**config.mk**
```make
export PLATFORM = sky130hd
export DESIGN_NAME = lcd_scanline_timing_registers_unit_flat
export DESIGN_NICKNAME = d
export VERILOG_FILES = /design/src/hdl/lcdst_pkg.sv /design/src/hdl/lcdst_if.sv /design/src/hdl/lcdst_core.sv /design/src/hdl/lcd_scanline_timing_registers_unit.sv /design/src/flat_wrapper.sv
export SDC_FILE = /design/constraint.sdc
export NUM_CORES = 1
export LEC_CHECK = 0
export BUFFER_PORTS_ARGS = -buffer_cell sky130_fd_sc_hd__buf_4
export CORE_MARGIN = 2
export CORE_UTILIZATION = 65
export CTS_CLUSTER_SIZE = 8
export DETAILED_ROUTE_END_ITERATION = 10
export PLACE_DENSITY = 0.84
export SYNTH_ARGS = -nofsm -noshare
export SYNTH_HDL_FRONTEND = slang
export SYNTH_SLANG_ARGS = --single-unit
```
**constraint.sdc**
```tcl
create_clock -name clk -period 4.28 [get_ports clk]
set_input_delay 0.856 -clock clk [delete_from_list [all_inputs] [get_ports clk]]
set_output_delay 0.856 -clock clk [all_outputs]
set_load 0.05 [all_outputs]
```
**src/hdl/lcdst_pkg.sv**
```systemverilog
// Package for the LCD scanline timing and register block.
// Holds item types, request and mode codes, register addresses and timing constants.
// No dependencies.
`default_nettype none

package lcdst_pkg;

  // Request codes carried by one input item
  typedef enum logic [1:0] {
    REQ_TICK  = 2'd0,
    REQ_READ  = 2'd1,
    REQ_WRITE = 2'd2
  } req_t;

  // LCD mode codes, as seen in the status register
  typedef enum logic [1:0] {
    MODE_HBLANK = 2'd0,
    MODE_VBLANK = 2'd1,
    MODE_OAM    = 2'd2,
    MODE_DRAW   = 2'd3
  } mode_t;

  // Register addresses, low byte of the 0xFF00 page
  localparam logic [7:0] ADDR_CTRL  = 8'h40;
  localparam logic [7:0] ADDR_STAT  = 8'h41;
  localparam logic [7:0] ADDR_SCY   = 8'h42;
  localparam logic [7:0] ADDR_SCX   = 8'h43;
  localparam logic [7:0] ADDR_LINE  = 8'h44;
  localparam logic [7:0] ADDR_CMP   = 8'h45;
  localparam logic [7:0] ADDR_DMA   = 8'h46;
  localparam logic [7:0] ADDR_PAL0  = 8'h47;
  localparam logic [7:0] ADDR_PAL1  = 8'h48;
  localparam logic [7:0] ADDR_PAL2  = 8'h49;
  localparam logic [7:0] ADDR_WIN0  = 8'h4A;
  localparam logic [7:0] ADDR_WIN1  = 8'h4B;

  localparam logic [8:0] DOTS_PER_LINE  = 9'd456;
  localparam logic [7:0] LAST_LINE      = 8'd153;
  localparam logic [7:0] VBLANK_LINE    = 8'd144;
  localparam logic [8:0] SCAN_DOTS      = 9'd80;
  localparam logic [6:0] WARMUP_DOTS    = 7'd80;
  localparam logic [2:0] SHORTEN_AMOUNT = 3'd4;
  localparam int unsigned SEL_LINE_BIT  = 3;   // status select bit for line compare
  localparam int unsigned CTRL_ON_BIT   = 7;   // display enable bit in control
  localparam logic [7:0] UNMAPPED_DATA  = 8'hFF;

  typedef struct packed {
    logic [1:0] req_type;
    logic [7:0] reg_addr;
    logic [7:0] write_data;
    logic       draw_done;
  } in_item_t;

  typedef struct packed {
    logic [7:0] read_data;
    logic [1:0] lcd_mode;
    logic [7:0] current_line;
    logic       vblank_irq;
    logic       stat_irq;
    logic       frame_done;
  } out_item_t;

endpackage

`default_nettype wire

```
**src/hdl/lcdst_if.sv**
```systemverilog
// Channel interfaces for the LCD scanline timing and register block.
// Input item channel and result item channel; no package dependency.
`default_nettype none

interface lcdst_in_if;
  logic       valid;
  logic       ready;
  logic [1:0] req_type;
  logic [7:0] reg_addr;
  logic [7:0] write_data;
  logic       draw_done;

  modport source (output valid, output req_type, output reg_addr, output write_data,
                  output draw_done, input ready);
  modport sink   (input valid, input req_type, input reg_addr, input write_data,
                  input draw_done, output ready);
endinterface

interface lcdst_out_if;
  logic       valid;
  logic       ready;
  logic [7:0] read_data;
  logic [1:0] lcd_mode;
  logic [7:0] current_line;
  logic       vblank_irq;
  logic       stat_irq;
  logic       frame_done;

  modport source (output valid, output read_data, output lcd_mode, output current_line,
                  output vblank_irq, output stat_irq, output frame_done, input ready);
  modport sink   (input valid, input read_data, input lcd_mode, input current_line,
                  input vblank_irq, input stat_irq, input frame_done, output ready);
endinterface

`default_nettype wire

```
**src/hdl/lcdst_core.sv**
```systemverilog
// State and step logic of the LCD scanline timing and register block.
// Holds dot/line/mode timing and the register file; uses lcdst_pkg.
`default_nettype none

module lcdst_core (
  input  wire                        clk,
  input  wire                        rst_n,
  input  wire                        step,
  input  wire lcdst_pkg::in_item_t   item,
  output lcdst_pkg::out_item_t       res
);
  import lcdst_pkg::*;

  logic [8:0] dot_r,    dot_nxt;
  logic [7:0] line_r,   line_nxt;
  mode_t      mode_r,   mode_nxt;
  logic [7:0] ctrl_r,   ctrl_nxt;
  logic [4:0] sel_r,    sel_nxt;
  logic       coinc_r,  coinc_nxt;
  logic [7:0] scy_r,    scy_nxt;
  logic [7:0] scx_r,    scx_nxt;
  logic [7:0] cmp_r,    cmp_nxt;
  logic [7:0] dma_r,    dma_nxt;
  logic [7:0] pal_r [3];
  logic [7:0] pal_nxt [3];
  logic [7:0] win_r [2];
  logic [7:0] win_nxt [2];
  logic       off_r,    off_nxt;
  logic       warm_r,   warm_nxt;
  logic [6:0] wcnt_r,   wcnt_nxt;
  logic [2:0] short_r,  short_nxt;

  logic [7:0] rd;
  logic       vbl, sirq, frm;
  logic [8:0] dot_inc;
  logic [6:0] wcnt_inc;
  logic [8:0] hb_end;
  logic       was_on, now_on;

  always_comb begin
    dot_nxt   = dot_r;
    line_nxt  = line_r;
    mode_nxt  = mode_r;
    ctrl_nxt  = ctrl_r;
    sel_nxt   = sel_r;
    coinc_nxt = coinc_r;
    scy_nxt   = scy_r;
    scx_nxt   = scx_r;
    cmp_nxt   = cmp_r;
    dma_nxt   = dma_r;
    pal_nxt   = pal_r;
    win_nxt   = win_r;
    off_nxt   = off_r;
    warm_nxt  = warm_r;
    wcnt_nxt  = wcnt_r;
    short_nxt = short_r;
    rd   = UNMAPPED_DATA;
    vbl  = 1'b0;
    sirq = 1'b0;
    frm  = 1'b0;
    dot_inc  = dot_r + 9'd1;
    wcnt_inc = wcnt_r + 7'd1;
    hb_end   = DOTS_PER_LINE - {6'd0, short_r};
    was_on   = ctrl_r[CTRL_ON_BIT];
    now_on   = item.write_data[CTRL_ON_BIT];

    case (item.req_type)
      REQ_TICK: begin
        if (!off_r) begin
          dot_nxt = dot_inc;
          if (warm_r) begin
            wcnt_nxt = wcnt_inc;
            if (wcnt_inc == WARMUP_DOTS) begin
              warm_nxt  = 1'b0;
              mode_nxt  = MODE_DRAW;
              short_nxt = SHORTEN_AMOUNT;
            end
          end else begin
            case (mode_r)
              MODE_VBLANK: begin
                if (dot_inc == DOTS_PER_LINE) begin
                  dot_nxt = '0;
                  if (line_r >= LAST_LINE) begin
                    line_nxt = '0;
                    mode_nxt = MODE_OAM;
                    frm      = 1'b1;
                  end else begin
                    line_nxt  = line_r + 8'd1;
                    coinc_nxt = (cmp_r == line_nxt);
                    sirq      = coinc_nxt & sel_r[SEL_LINE_BIT];
                  end
                end
              end
              MODE_OAM: begin
                if (dot_inc == SCAN_DOTS) mode_nxt = MODE_DRAW;
              end
              MODE_DRAW: begin
                if (item.draw_done) mode_nxt = MODE_HBLANK;
              end
              default: begin
                if (dot_inc == hb_end) begin
                  short_nxt = '0;
                  dot_nxt   = '0;
                  line_nxt  = line_r + 8'd1;
                  coinc_nxt = (cmp_r == line_nxt);
                  sirq      = coinc_nxt & sel_r[SEL_LINE_BIT];
                  if (line_nxt == VBLANK_LINE) begin
                    mode_nxt = MODE_VBLANK;
                    vbl      = 1'b1;
                  end else begin
                    mode_nxt = MODE_OAM;
                  end
                end
              end
            endcase
          end
        end
      end
      REQ_READ: begin
        case (item.reg_addr)
          ADDR_CTRL: rd = ctrl_r;
          ADDR_STAT: rd = {sel_r, coinc_r, mode_r};
          ADDR_SCY:  rd = scy_r;
          ADDR_SCX:  rd = scx_r;
          ADDR_LINE: rd = line_r;
          ADDR_CMP:  rd = cmp_r;
          ADDR_DMA:  rd = dma_r;
          ADDR_PAL0: rd = pal_r[0];
          ADDR_PAL1: rd = pal_r[1];
          ADDR_PAL2: rd = pal_r[2];
          ADDR_WIN0: rd = win_r[0];
          ADDR_WIN1: rd = win_r[1];
          default:   rd = UNMAPPED_DATA;
        endcase
      end
      REQ_WRITE: begin
        case (item.reg_addr)
          ADDR_CTRL: begin
            // enable edge restarts the warm-up; disable edge clears the line and dot counters
            if (!was_on && now_on) begin
              warm_nxt = 1'b1;
              off_nxt  = 1'b0;
              wcnt_nxt = '0;
              mode_nxt = MODE_HBLANK;
            end
            if (was_on && !now_on) begin
              off_nxt  = 1'b1;
              line_nxt = '0;
              dot_nxt  = '0;
            end
            ctrl_nxt = item.write_data;
          end
          ADDR_STAT: sel_nxt = item.write_data[7:3];
          ADDR_SCY:  scy_nxt = item.write_data;
          ADDR_SCX:  scx_nxt = item.write_data;
          ADDR_CMP: begin
            cmp_nxt   = item.write_data;
            coinc_nxt = (item.write_data == line_r);
            sirq      = coinc_nxt & sel_r[SEL_LINE_BIT];
          end
          ADDR_DMA:  dma_nxt    = item.write_data;
          ADDR_PAL0: pal_nxt[0] = item.write_data;
          ADDR_PAL1: pal_nxt[1] = item.write_data;
          ADDR_PAL2: pal_nxt[2] = item.write_data;
          ADDR_WIN0: win_nxt[0] = item.write_data;
          ADDR_WIN1: win_nxt[1] = item.write_data;
          default: ;
        endcase
      end
      default: ;
    endcase

    res.read_data    = rd;
    res.lcd_mode     = mode_nxt;
    res.current_line = line_nxt;
    res.vblank_irq   = vbl;
    res.stat_irq     = sirq;
    res.frame_done   = frm;
  end

  always_ff @(posedge clk) begin
    if (!rst_n) begin
      dot_r   <= '0;
      line_r  <= '0;
      mode_r  <= MODE_HBLANK;
      ctrl_r  <= '0;
      sel_r   <= '0;
      coinc_r <= 1'b0;
      scy_r   <= '0;
      scx_r   <= '0;
      cmp_r   <= '0;
      dma_r   <= '0;
      pal_r   <= '{default: '0};
      win_r   <= '{default: '0};
      off_r   <= 1'b1;
      warm_r  <= 1'b0;
      wcnt_r  <= '0;
      short_r <= '0;
    end else if (step) begin
      dot_r   <= dot_nxt;
      line_r  <= line_nxt;
      mode_r  <= mode_nxt;
      ctrl_r  <= ctrl_nxt;
      sel_r   <= sel_nxt;
      coinc_r <= coinc_nxt;
      scy_r   <= scy_nxt;
      scx_r   <= scx_nxt;
      cmp_r   <= cmp_nxt;
      dma_r   <= dma_nxt;
      pal_r   <= pal_nxt;
      win_r   <= win_nxt;
      off_r   <= off_nxt;
      warm_r  <= warm_nxt;
      wcnt_r  <= wcnt_nxt;
      short_r <= short_nxt;
    end
  end

endmodule

`default_nettype wire

```
**src/hdl/lcd_scanline_timing_registers_unit.sv**
```systemverilog
// LCD scanline timing and register block: top level with input and result registers.
// Uses lcdst_pkg, lcdst_in_if, lcdst_out_if and lcdst_core.
//
// Each input item is one dot tick, one register read or one register write on the
// 0xFF00 register page; each item yields exactly one result item carrying the read
// data (0xFF for anything but a mapped read), the mode and line after the step, and
// the vblank, line-compare and frame-end pulses. The block takes one item per clock
// when the result side keeps up: an item is captured in the input register, is
// stepped against the timing state by one pass of logic, and lands in the result
// register. A stalled result register holds its item while the input register
// still fills, and ready drops only when both are full.
`default_nettype none

module lcd_scanline_timing_registers_unit (
  input  wire          clk,
  input  wire          rst_n,
  lcdst_in_if.sink     in_ch,
  lcdst_out_if.source  out_ch
);
  import lcdst_pkg::*;

  logic      in_vld_r;
  in_item_t  in_item_r;
  logic      out_vld_r;
  out_item_t out_item_r;
  out_item_t step_res;
  logic      adv;
  logic      step;
  logic      in_rdy;

  // Advance the result register when it is empty or being taken
  assign adv    = !out_vld_r || out_ch.ready;
  assign step   = in_vld_r && adv;
  assign in_rdy = !in_vld_r || adv;
  assign in_ch.ready = in_rdy;

  // Capture the incoming item
  always_ff @(posedge clk) begin
    if (!rst_n) begin
      in_vld_r <= 1'b0;
    end else if (in_rdy) begin
      in_vld_r <= in_ch.valid;
    end
  end

  always_ff @(posedge clk) begin
    if (in_rdy && in_ch.valid) begin
      in_item_r.req_type   <= in_ch.req_type;
      in_item_r.reg_addr   <= in_ch.reg_addr;
      in_item_r.write_data <= in_ch.write_data;
      in_item_r.draw_done  <= in_ch.draw_done;
    end
  end

  // Step the timing and register state by one item
  lcdst_core u_core (
    .clk   (clk),
    .rst_n (rst_n),
    .step  (step),
    .item  (in_item_r),
    .res   (step_res)
  );

  // Hold the result until the sink takes it
  always_ff @(posedge clk) begin
    if (!rst_n) begin
      out_vld_r <= 1'b0;
    end else if (adv) begin
      out_vld_r <= in_vld_r;
    end
  end

  always_ff @(posedge clk) begin
    if (step) out_item_r <= step_res;
  end

  assign out_ch.valid        = out_vld_r;
  assign out_ch.read_data    = out_item_r.read_data;
  assign out_ch.lcd_mode     = out_item_r.lcd_mode;
  assign out_ch.current_line = out_item_r.current_line;
  assign out_ch.vblank_irq   = out_item_r.vblank_irq;
  assign out_ch.stat_irq     = out_item_r.stat_irq;
  assign out_ch.frame_done   = out_item_r.frame_done;

endmodule

`default_nettype wire

```
**src/flat_wrapper.sv**
```systemverilog
// flat-port wrapper written by rule: the top's interface ports become plain ports
module lcd_scanline_timing_registers_unit_flat import lcdst_pkg::*;
  (clk, rst_n, in_ch_valid, in_ch_req_type, in_ch_reg_addr, in_ch_write_data, in_ch_draw_done, in_ch_ready, out_ch_valid, out_ch_read_data, out_ch_lcd_mode, out_ch_current_line, out_ch_vblank_irq, out_ch_stat_irq, out_ch_frame_done, out_ch_ready);
  lcdst_in_if in_ch_i ();
  lcdst_out_if out_ch_i ();
  input  wire clk;
  input  wire rst_n;
  input wire logic [$bits(in_ch_i.valid)-1:0] in_ch_valid;
  input wire logic [$bits(in_ch_i.req_type)-1:0] in_ch_req_type;
  input wire logic [$bits(in_ch_i.reg_addr)-1:0] in_ch_reg_addr;
  input wire logic [$bits(in_ch_i.write_data)-1:0] in_ch_write_data;
  input wire logic [$bits(in_ch_i.draw_done)-1:0] in_ch_draw_done;
  output wire logic [$bits(in_ch_i.ready)-1:0] in_ch_ready;
  output wire logic [$bits(out_ch_i.valid)-1:0] out_ch_valid;
  output wire logic [$bits(out_ch_i.read_data)-1:0] out_ch_read_data;
  output wire logic [$bits(out_ch_i.lcd_mode)-1:0] out_ch_lcd_mode;
  output wire logic [$bits(out_ch_i.current_line)-1:0] out_ch_current_line;
  output wire logic [$bits(out_ch_i.vblank_irq)-1:0] out_ch_vblank_irq;
  output wire logic [$bits(out_ch_i.stat_irq)-1:0] out_ch_stat_irq;
  output wire logic [$bits(out_ch_i.frame_done)-1:0] out_ch_frame_done;
  input wire logic [$bits(out_ch_i.ready)-1:0] out_ch_ready;
  assign in_ch_i.valid = in_ch_valid;
  assign in_ch_i.req_type = in_ch_req_type;
  assign in_ch_i.reg_addr = in_ch_reg_addr;
  assign in_ch_i.write_data = in_ch_write_data;
  assign in_ch_i.draw_done = in_ch_draw_done;
  assign in_ch_ready = in_ch_i.ready;
  assign out_ch_valid = out_ch_i.valid;
  assign out_ch_read_data = out_ch_i.read_data;
  assign out_ch_lcd_mode = out_ch_i.lcd_mode;
  assign out_ch_current_line = out_ch_i.current_line;
  assign out_ch_vblank_irq = out_ch_i.vblank_irq;
  assign out_ch_stat_irq = out_ch_i.stat_irq;
  assign out_ch_frame_done = out_ch_i.frame_done;
  assign out_ch_i.ready = out_ch_ready;
  lcd_scanline_timing_registers_unit u_core (.clk(clk), .rst_n(rst_n), .in_ch(in_ch_i), .out_ch(out_ch_i));
endmodule
```
==> impl_metrics.py, run 1 <==
metrics = {
    "timing": {
        "tightest_slew_ns": 1.22,
        "rsz0062_at_grt": "no",
        "relSlewSlack_pct": 18.5,
        "setup_violations": 0,
        "period_share_pct": 72.5,
        "drv_slew": 0,
        "fin_crit_ns": 3.10,
        "skew_ns": 0.00827,
        "finalHoldViolCount": 0,
        "fmax_mhz": 322,
        "tns_ns": 0,
    },
    "hold_path": {
        "hold_path_class": "flip-flop to flip-flop",
        "hold_depth": 2,
        "hold_path_startpoint": "u_core.u_core.pal_r[13]",
        "hold_end": "u_core.u_core.pal_r[13]",
    },
    "finish": {
        "drive_gt1_share_pct": 11.6,
        "antenna_cells": 0,
        "num-fill-cells": 855,
        "nets": 922,
        "area_delta_synth_final_pct": 11.6,
        "stdcell_count": 1072,
    },
    "worst_setup_path": {
        "rr_startpoint": "u_core.u_core.dot_r[0]",
        "crit_family": "simple AND/OR/NAND/NOR gates",
        "critPathBufInv": 0,
        "r2r_slack_ns": 1.18,
        "worstPathArrival_ns": 3.26,
        "start_kind": "flip-flop",
        "worstSetupEndpointType": "flip-flop",
        "critPathMaxStageDelay_ns": 0.50,
        "crit_type": "flip-flop to flip-flop",
        "slowest_stage": "or3_4",
        "r2r_cells": 8,
        "r2r-end": "u_core.out_ch.current_line[0]",
        "critPathMostFrequentCell": "o21ai_0",
        "crit_fanout": 11,
        "cp.required_ns": 4.43,
        "path_cells": "ha_1 -> or3b_4 -> a2111oi_4 -> o21ai_2 -> or3_4 -> and3_1 -> o21ai_0 -> o21ai_0",
    },
    "floorplan": {
        "rows": 40,
        "core_um2": 12100,
        "initial_utilization_pct": 66.7,
        "dieArea_um2": 13300,
        "io_pins": 46,
        "die_h_um": 115,
        "die_width_um": 115,
    },
    "global_route": {
        "grt_max_degree": 63,
        "grt_first_pass_wirelength_mm": 36.0,
        "grt.total_usage_pct": 35.4,
        "grt_pass1_vias": 6841,
        "antenna_found_initial": 0,
        "globalRouteOverflowTotal": 0,
    },
    "drt": {
        "drtIter0Drc": 986,
        "drcViolationCount": 0,
        "vias": 7143,
        "viasPerCell": 6.66,
        "firstDrtPassIters": 8,
        "finalWirelength_mm": 22.8,
        "detail-route-antenna-nets": 0,
        "wire_per_inst_um": 21.2,
    },
    "synth": {
        "synth_seq_cells": 157,
        "synth_edf_count": 40,
        "postSynthAreaPerCell_um2": 9.21,
        "synth.most_common_cell": "dfxtp_1",
        "synth.top_cell.area_share_pct": 29.1,
        "yosysWarnings": 0,
        "postSynth.asyncResetShare_pct": 0,
        "syn_nets": 905,
        "yosysSeqAreaShare_pct": 44.0,
        "synth_area_leaders": "dfxtp_1 (29%), edfxtp_1 (15%), mux2i_1 (8.5%)",
        "synth.cell_area_um2": 8050,
        "yosysTopAreaCell": "dfxtp_1",
        "synth.top_cells.by_count": "dfxtp_1 (117), nor2_1 (113), nand2_1 (75)",
        "synth_cell_types": 79,
        "synth-main-ff-cell": "dfxtp_1",
        "syn_inst": 874,
    },
    "clock_tree": {
        "cts_setup_buffers": 0,
        "post_cts_resized": 0,
        "cts_made_buffers": 17,
        "path_clk_slew_ns": 0.06,
        "cts_tree": "yes",
        "clock_latency_ns": 0.43,
        "cts_root_buffer": "clkbuf_16",
        "ctsHoldBuffers": 0,
        "numClockSinks": 157,
        "htree_levels": 4,
        "cts_buffer_depth": 2,
    },
    "power": {
        "power.leakage_nw": 3.00,
        "vdd_drop_max_uv": 350,
        "power_density_nw_per_um2": 346,
    },
    "place": {
        "placedCellCount": 1040,
        "io_buffer_count": 45,
        "place.gp.congestion": 0.955,
        "post-dp-hpwl_mm": 15.5,
    },
    "job": {
        "cap_violations": 0,
    },
    "status": {
        "outcome": "finished, final reports clean",
    },
}
==> power breakdown <==
part	leakage, nW	internal, mW	switching, mW	total (mW)
clock	0.264	0.810	0.589	1.40
combinational	1.44	0.0409	0.0892	0.130
sequential	1.30	1.54	0.0372	1.58
total	3.00	2.39	0.715	3.11
==> registers in the layout (all words and copies together) (netlist names), 2 cells and up <==
signal and flops:
u_core.in_item_r 19, u_core.out_ch.current_line 8, u_core.out_ch.lcd_mode 2, u_core.out_ch.read_data 8, u_core.u_core.cmp_r 8, u_core.u_core.ctrl_r 8, u_core.u_core.dma_r 8, u_core.u_core.dot_r 9
u_core.u_core.line_r 8, u_core.u_core.mode_r 2, u_core.u_core.pal_r 24, u_core.u_core.scx_r 8, u_core.u_core.scy_r 8, u_core.u_core.sel_r 5, u_core.u_core.wcnt_r 7, u_core.u_core.win_r 16
==> worst max path at each step <==
stage	start	end	slack [ns]	cells after the start
after global routing	u_core.u_core.dot_r[0]	u_core.out_ch.current_line[0]	1.07	8
final	u_core.u_core.dot_r[0]	u_core.out_ch.current_line[0]	1.18	8
after detailed placement	out_ch_ready	u_core.u_core.wcnt_r[3]	0.98	10
after global placement	out_ch_ready	u_core.u_core.scy_r[3]	1.04	7
after floorplan	out_ch_ready	u_core.u_core.dot_r[5]	1.41	8
after CTS	u_core.u_core.dot_r[0]	u_core.out_ch.current_line[0]	1.21	8
==> cells by family (layout without fill, tap and decap cells) <==
kind of cell    after synthesis  after routing  synth area share (%)
mux                          69             69                  8.59
xor+xnor                     25             25                  2.72
fa+ha+maj                     8              8                  1.24
flops                       157            157                  44.0
buf+inv                      68             98                  3.40
simple gates                343            343                  21.4
compound gates              204            204                  18.6
==> area by class of cell <==
class,count,area [um2],share of cell area (%)
multi-input combinational,649,4240,47.2
timing repair buffer,52,403,4.48
clock inverter,5,32.5,0.362
inverter,14,52.6,0.585
clock buffer,27,505,5.63
sequential,157,3540,39.4
tap,168,210,2.34
==> routing by layer <==
layer	GRT usage, %	wire length (um)	up-vias
met5	0	0	-
met4	19.6	1040	0
met3	7.06	2000	82
met2	58.8	11000	447
met1	43.4	8710	3364
li1	-	-	3250
==> stage by stage <==
step | util [%] | setup WS (ns) | cell area, um2 | hold slack [ns] | total power, mW
finish | 74.5 | 1.18 | 8980 | 0.463 | 3.11
global route | 74.5 | 1.07 | 8980 | 0.476 | 3.18
CTS | 74.5 | 1.21 | 8980 | 0.460 | 3.11
detailed placement | 70.0 | 0.977 | 8450 | 0.449 | 1.74
global placement | 70.0 | 1.04 | 8450 | 0.443 | 1.73
floorplan | - | 1.41 | 8050 | 0.432 | 1.68
==> worst reg2reg max path, delay by kind of cell, from the launching register on <==
family	cells	cell delay (ns)
AND/OR/NAND/NOR	3	1.12
AO/OA/AOI/OAI	4	1.02
flip-flops	1	0.38
adder cells (fa/ha/maj)	1	0.32
==> placed cells by master, fill, tap and decap left out, types with 13 or more instances in the layout <==
| master | netlist | routed |
|---|---|---|
| a211oi_1 | 13 | 13 |
| a21oi_1 | 50 | 50 |
| a221oi_1 | 15 | 15 |
| a22o_1 | 14 | 14 |
| buf_4 | 1 | 51 |
| clkbuf_16 | 0 | 19 |
| dfxtp_1 | 117 | 117 |
| edfxtp_1 | 40 | 40 |
| mux2i_1 | 68 | 68 |
| nand2_1 | 75 | 75 |
| nand3_1 | 51 | 51 |
| nor2_1 | 113 | 113 |
| nor3_1 | 14 | 14 |
| o21ai_0 | 30 | 30 |
| xor2_1 | 13 | 13 |
Power figures use the tool's default switching activity.
==> run 2, diff against run 1 <==
--- a/config.mk
+++ b/config.mk
@@ -7,10 +7,10 @@
 export LEC_CHECK = 0
 export BUFFER_PORTS_ARGS = -buffer_cell sky130_fd_sc_hd__buf_4
 export CORE_MARGIN = 2
-export CORE_UTILIZATION = 65
+export CORE_UTILIZATION = 61
 export CTS_CLUSTER_SIZE = 8
 export DETAILED_ROUTE_END_ITERATION = 10
-export PLACE_DENSITY = 0.84
+export PLACE_DENSITY = 0.8
 export SYNTH_ARGS = -nofsm -noshare
 export SYNTH_HDL_FRONTEND = slang
 export SYNTH_SLANG_ARGS = --single-unit
==> constraint.sdc (replaced) <==
create_clock -name clk -period 3.1 [get_ports clk]
set_input_delay 0.62 -clock clk [delete_from_list [all_inputs] [get_ports clk]]
set_output_delay 0.62 -clock clk [all_outputs]
set_load 0.05 [all_outputs]
==> run 2 against run 1 <==
Critical endpoint unchanged. Final area increased by 3.3%. First-iteration DRC count fell by 20%. Sequential power is 37% higher. Critical path type unchanged. Clock skew shrank 0.00098 ns.
==> impl_metrics.py, run 2 (synthesis gave the netlist of run 1 again) <==
metrics = {
    "global_route": {
        "grt_first_pass_wirelength_mm": 37.1,
        "antenna_found_initial": 0,
        "globalRouteOverflowTotal": 0,
        "grt_pass1_vias": 6983,
        "grt.total_usage_pct": 33.5,
        "grt_max_degree": 93,
    },
    "clock_tree": {
        "cts_buffer_depth": 2,
        "clock_latency_ns": 0.43,
        "cts_root_buffer": "clkbuf_16",
        "path_clk_slew_ns": 0.07,
        "numClockSinks": 157,
        "cts_tree": "yes",
        "htree_levels": 4,
        "cts_made_buffers": 17,
    },
    "timing": {
        "period_share_pct": 94.2,
        "rsz0062_at_grt": "no",
        "fmax_mhz": 342,
        "tns_ns": 0,
        "fin_crit_ns": 2.92,
        "setup_slack_ns": 0.180,
        "drv_slew": 0,
        "skew_ns": 0.00729,
        "finalHoldViolCount": 0,
        "relSlewSlack_pct": 46.1,
        "hold_slack_ns": 0.360,
        "setup_violations": 0,
        "tightest_slew_ns": 0.808,
    },
    "place": {
        "placedCellCount": 1073,
        "place_area_um2": 8660,
        "io_buffer_count": 45,
        "dp_slack_ns": 0.151,
        "post-dp-hpwl_mm": 16.4,
        "place.gp.congestion": 0.947,
    },
    "drt": {
        "drcViolationCount": 0,
        "vias": 7258,
        "drtIter0Drc": 791,
        "finalWirelength_mm": 23.2,
        "detail-route-antenna-nets": 0,
        "wire_per_inst_um": 21.0,
        "viasPerCell": 6.57,
        "firstDrtPassIters": 6,
    },
    "finish": {
        "largest-register": "u_core.u_core.pal_r",
        "antenna_cells": 0,
        "largest_reg_flops": 24,
        "final_common_cell": "dfxtp_1",
        "area_delta_synth_final_pct": 15.3,
        "largestRegisters": "u_core.u_core.pal_r: 24 flops, u_core.in_item_r: 19 flops, u_core.u_core.win_r: 16 flops",
        "drive_gt1_share_pct": 15.0,
        "stdcell_count": 1105,
        "most-common-layout-cells": "dfxtp_1 (117), nor2_1 (113), buf_4 (80), nand2_1 (75), mux2i_1 (68)",
        "stdcell_area_um2": 9280,
        "nets": 951,
    },
    "hold_path": {
        "hold_path_class": "input pin to flip-flop",
    },
    "floorplan": {
        "rows": 41,
        "initial_utilization_pct": 63.0,
        "core_um2": 12800,
        "io_pins": 46,
        "die_h_um": 119,
        "dieArea_um2": 14100,
        "die_width_um": 119,
    },
    "status": {
        "outcome": "finished, final reports clean",
    },
    "worst_setup_path": {
        "worstPathArrival_ns": 3.09,
        "worstSetupEndpointType": "flip-flop",
        "cp.required_ns": 3.27,
        "crit_fanout": 11,
        "start_kind": "flip-flop",
        "crit_type": "flip-flop to flip-flop",
    },
    "job": {
        "cap_violations": 0,
    },
    "power": {
        "power.leakage_nw": 3.19,
        "power_density_nw_per_um2": 484,
        "vdd_drop_max_uv": 525,
    },
}
run 2: changes by cell type in the layout (fill, tap and decap cells not counted), moves of 2 or more:
cell	before	now
clkbuf_1	8	2
clkinv_2	3	1
clkbuf_8	0	2
inv_6	0	4
buf_4	51	80
run 2: worst paths after layout:
check / endpoint / slack [ns] / cells after the start / startpoint
worst max-delay path: u_core.out_ch.current_line[0] / 0.18 / 8 / u_core.u_core.dot_r[0]
worst min-delay path: u_core.in_item_r[14] / 0.36 / 1 / in_ch_reg_addr[5]
worst max register to register: u_core.out_ch.current_line[0] / 0.18 / 8 / u_core.u_core.dot_r[0]
worst min register to register: u_core.u_core.pal_r[10] / 0.46 / 2 / u_core.u_core.pal_r[10]
run 2: cell type report:
type / instances / area, um2
multi-input cells: 649 / 4250
flip-flops and latches: 157 / 3540
fillers: 949 / 3490
repair buffers: 81 / 621
clock buffers: 23 / 510
well taps: 172 / 215
clock inverters: 9 / 95.1
inverters: 14 / 52.6
run 2: routing by layer:
layer  vias up  share of wire (%)  global-route usage, %
met5         -                  0                      0
met4         0                4.3                   15.0
met3        75                8.3                   7.57
met2       415                 48                   56.5
met1      3444                 39                   41.0
li1       3324                  -                      -
run 2: report_power, final:
part           internal (mW)  switching [mW]  leakage, nW
Combinational         0.0603           0.129         1.59
Clock                   1.26           0.876        0.295
Sequential              2.13          0.0441         1.30
Total                   3.44            1.05         3.19
run 2: timing repair:
item,in CTS,in global routing
gates resized for setup,0,2
hold buffers,0,0
hold endpoints to repair,0,0
endpoints found under the setup margin,0,3
setup buffers,0,0
run 2: critical path: stages (launching register included):
cell and delay [ns]:
dfxtp_1 0.37, ha_1 0.29, or3b_4 0.42, a2111oi_4 0.42, o21ai_4 0.20, or3_4 0.46
and3_1 0.19, o21ai_0 0.19, o21ai_0 0.12
run 2: through the flow:
step | util, % | power [mW]
after CTS | 72.6 | 4.48
after global placement | 67.8 | 2.40
final | 72.7 | 4.49
after global routing | 72.7 | 4.59
after detailed placement | 67.8 | 2.40
after floorplan | - | 2.32
==> run 3, diff against run 2 <==
==> constraint.sdc (replaced) <==
create_clock -name clk -period 3.03 [get_ports clk]
set_input_delay 0.606 -clock clk [delete_from_list [all_inputs] [get_ports clk]]
set_output_delay 0.606 -clock clk [all_outputs]
set_load 0.05 [all_outputs]
==> run 3 against run 2 <==
Sequential power up 2%. Setup slack got worse by 0.074 ns. Clock skew is essentially flat. Critical path depth is the same. Register-to-register slack lost 0.07 ns. Sequential share of layout area fell by 0.22 points. Cell count grew 0.54%. Sequential cell count did not move. Wire length shrank 0.20%. Clock power about the same. Via count down 0.26%. Maximum frequency down 0.14%. Critical endpoint is now u_core.out_ch.lcd_mode[0]. Largest power group unchanged.
==> impl_metrics.py, run 3 (synthesis gave the netlist of run 1 again) <==
metrics = {
    "status": {
        "outcome": "finished, final reports clean",
    },
    "timing": {
        "skew_ns": 0.00756,
        "tns_ns": 0,
        "finalHoldViolCount": 0,
        "fin_crit_ns": 2.92,
        "tightest_slew_ns": 0.780,
        "relSlewSlack_pct": 48.0,
        "hold_slack_ns": 0.342,
        "setup_violations": 0,
        "fmax_mhz": 342,
        "drv_slew": 0,
        "period_share_pct": 96.5,
    },
    "worst_setup_path": {
        "r2r_cells": 8,
        "crit_type": "flip-flop to flip-flop",
        "critPathBufInv": 1,
        "critPathMaxStageDelay_ns": 0.53,
        "start_kind": "flip-flop",
        "path_cells": "ha_2 -> or3b_4 -> a2111oi_4 -> o21ai_4 -> buf_4 -> o41ai_1 -> a221oi_1 -> or2_2",
        "worstSetupEndpointType": "flip-flop",
        "crit_family": "compound AO/OA/AOI/OAI gates",
        "slowest_stage": "a2111oi_4",
        "crit_fanout": 6,
        "cp.required_ns": 3.21,
        "cp.depth": 8,
        "worstPathArrival_ns": 3.11,
    },
    "place": {
        "post-dp-hpwl_mm": 16.0,
        "place.gp.congestion": 0.979,
        "io_buffer_count": 45,
        "place_area_um2": 8710,
    },
    "global_route": {
        "grt_max_degree": 93,
        "antenna_found_initial": 0,
        "grt_pass1_vias": 6903,
        "globalRouteOverflowTotal": 0,
        "grt.total_usage_pct": 33.3,
        "grt_first_pass_wirelength_mm": 36.6,
    },
    "power": {
        "power_density_nw_per_um2": 485,
        "p_seq_share_pct": 48.9,
        "p_clk_share_pct": 46.7,
        "internal_power_mw": 3.40,
        "p_switching_mw": 1.13,
        "power.leakage_nw": 3.22,
        "total_power_mw": 4.53,
        "combinationalPowerShare_pct": 4.4,
        "vdd_drop_max_uv": 492,
        "sw_frac_of_total_pct": 24.9,
    },
    "finish": {
        "final_common_cell": "dfxtp_1",
        "largest_reg_flops": 24,
        "largest-register": "u_core.u_core.pal_r",
        "final_util_pct": 73.1,
        "stdcell_area_um2": 9340,
        "area_delta_synth_final_pct": 16.0,
        "num-fill-cells": 938,
        "antenna_cells": 0,
        "drive_gt1_share_pct": 16.1,
        "nets": 957,
        "largestRegisters": "u_core.u_core.pal_r: 24 flops, u_core.in_item_r: 19 flops, u_core.u_core.win_r: 16 flops",
        "most-common-layout-cells": "dfxtp_1 (116), nor2_1 (113), buf_4 (84), nand2_1 (75), mux2i_1 (68)",
    },
    "clock_tree": {
        "cts_tree": "yes",
        "cts_buffer_depth": 2,
        "cts_made_buffers": 17,
        "htree_levels": 4,
        "clock_latency_ns": 0.44,
        "ctsHoldBuffers": 0,
        "cts_root_buffer": "clkbuf_16",
        "path_clk_slew_ns": 0.07,
        "numClockSinks": 157,
    },
    "drt": {
        "firstDrtPassIters": 6,
        "drcViolationCount": 0,
        "vias": 7239,
        "finalWirelength_mm": 23.1,
        "wire_per_inst_um": 20.8,
        "drtIter0Drc": 919,
        "detail-route-antenna-nets": 0,
        "viasPerCell": 6.52,
    },
    "floorplan": {
        "dieArea_um2": 14100,
        "die_width_um": 119,
        "initial_utilization_pct": 63.0,
        "die_h_um": 119,
        "io_pins": 46,
        "core_um2": 12800,
        "rows": 41,
    },
    "hold_path": {
        "hold_depth": 1,
        "hold_path_class": "input pin to flip-flop",
    },
    "job": {
        "cap_violations": 0,
    },
}
-- run 3: timing repair --
action / in CTS / in global routing
resized for setup: 0 / 8
buffers inserted: 0 / 2
endpoints found under the setup margin: 0 / 10
-- run 3: per-layer routing --
metal / track usage (%) / vias to the layer above / part of all wire, % / routed length, um
met5: 0 / - / 0 / 0
met4: 17.8 / 0 / 4.8 / 1100
met3: 7.14 / 84 / 7.2 / 1680
met2: 54.9 / 370 / 48 / 11100
met1: 40.7 / 3456 / 40 / 9220
li1: - / 3329 / - / -
-- run 3: power by group through the flow --
stage | clock (mW) | combinational (mW) | sequential (mW)
2_1_floorplan | 0 | 0.108 | 2.26
3_3_place_gp | 0 | 0.195 | 2.26
3_5_place_dp | 0 | 0.197 | 2.26
4_1_cts | 2.12 | 0.198 | 2.21
5_1_grt | 2.22 | 0.214 | 2.22
6_report | 2.11 | 0.201 | 2.22
-- run 3: worst paths after layout --
kind	startpoint	to	slack [ns]
hold / removal	in_ch_write_data[5]	u_core.in_item_r[6]	0.34
setup reg to reg	u_core.u_core.dot_r[1]	u_core.out_ch.lcd_mode[0]	0.11
setup / recovery	u_core.u_core.dot_r[1]	u_core.out_ch.lcd_mode[0]	0.11
hold reg to reg	u_core.u_core.ctrl_r[2]	u_core.u_core.ctrl_r[2]	0.46
-- run 3: metrics by stage --
stage,instances,setup slack (ns)
finish,1111,0.106
global route,1111,-0.0232
CTS,1109,0.0752
detailed placement,1077,0.0884
global placement,1077,0.186
floorplan,874,0.314
-- run 3: cell type report --
type	count	area (um2)	share of cell area [%]
Timing Repair Buffer	87	691	7.39
Multi-Input combinational cell	649	4260	45.6
Sequential cell	157	3540	38.0
Tap cell	172	215	2.30
Clock inverter	15	151	1.62
Inverter	14	52.6	0.563
Clock buffer	17	425	4.55
-- run 3: worst reg2reg max path, stage by stage, from the launching register on --
cell and delay (ns):
dfxtp_1 0.37, ha_2 0.24, or3b_4 0.40, a2111oi_4 0.53, o21ai_4 0.14, buf_4 0.19, o41ai_1 0.31, a221oi_1 0.17
or2_2 0.33
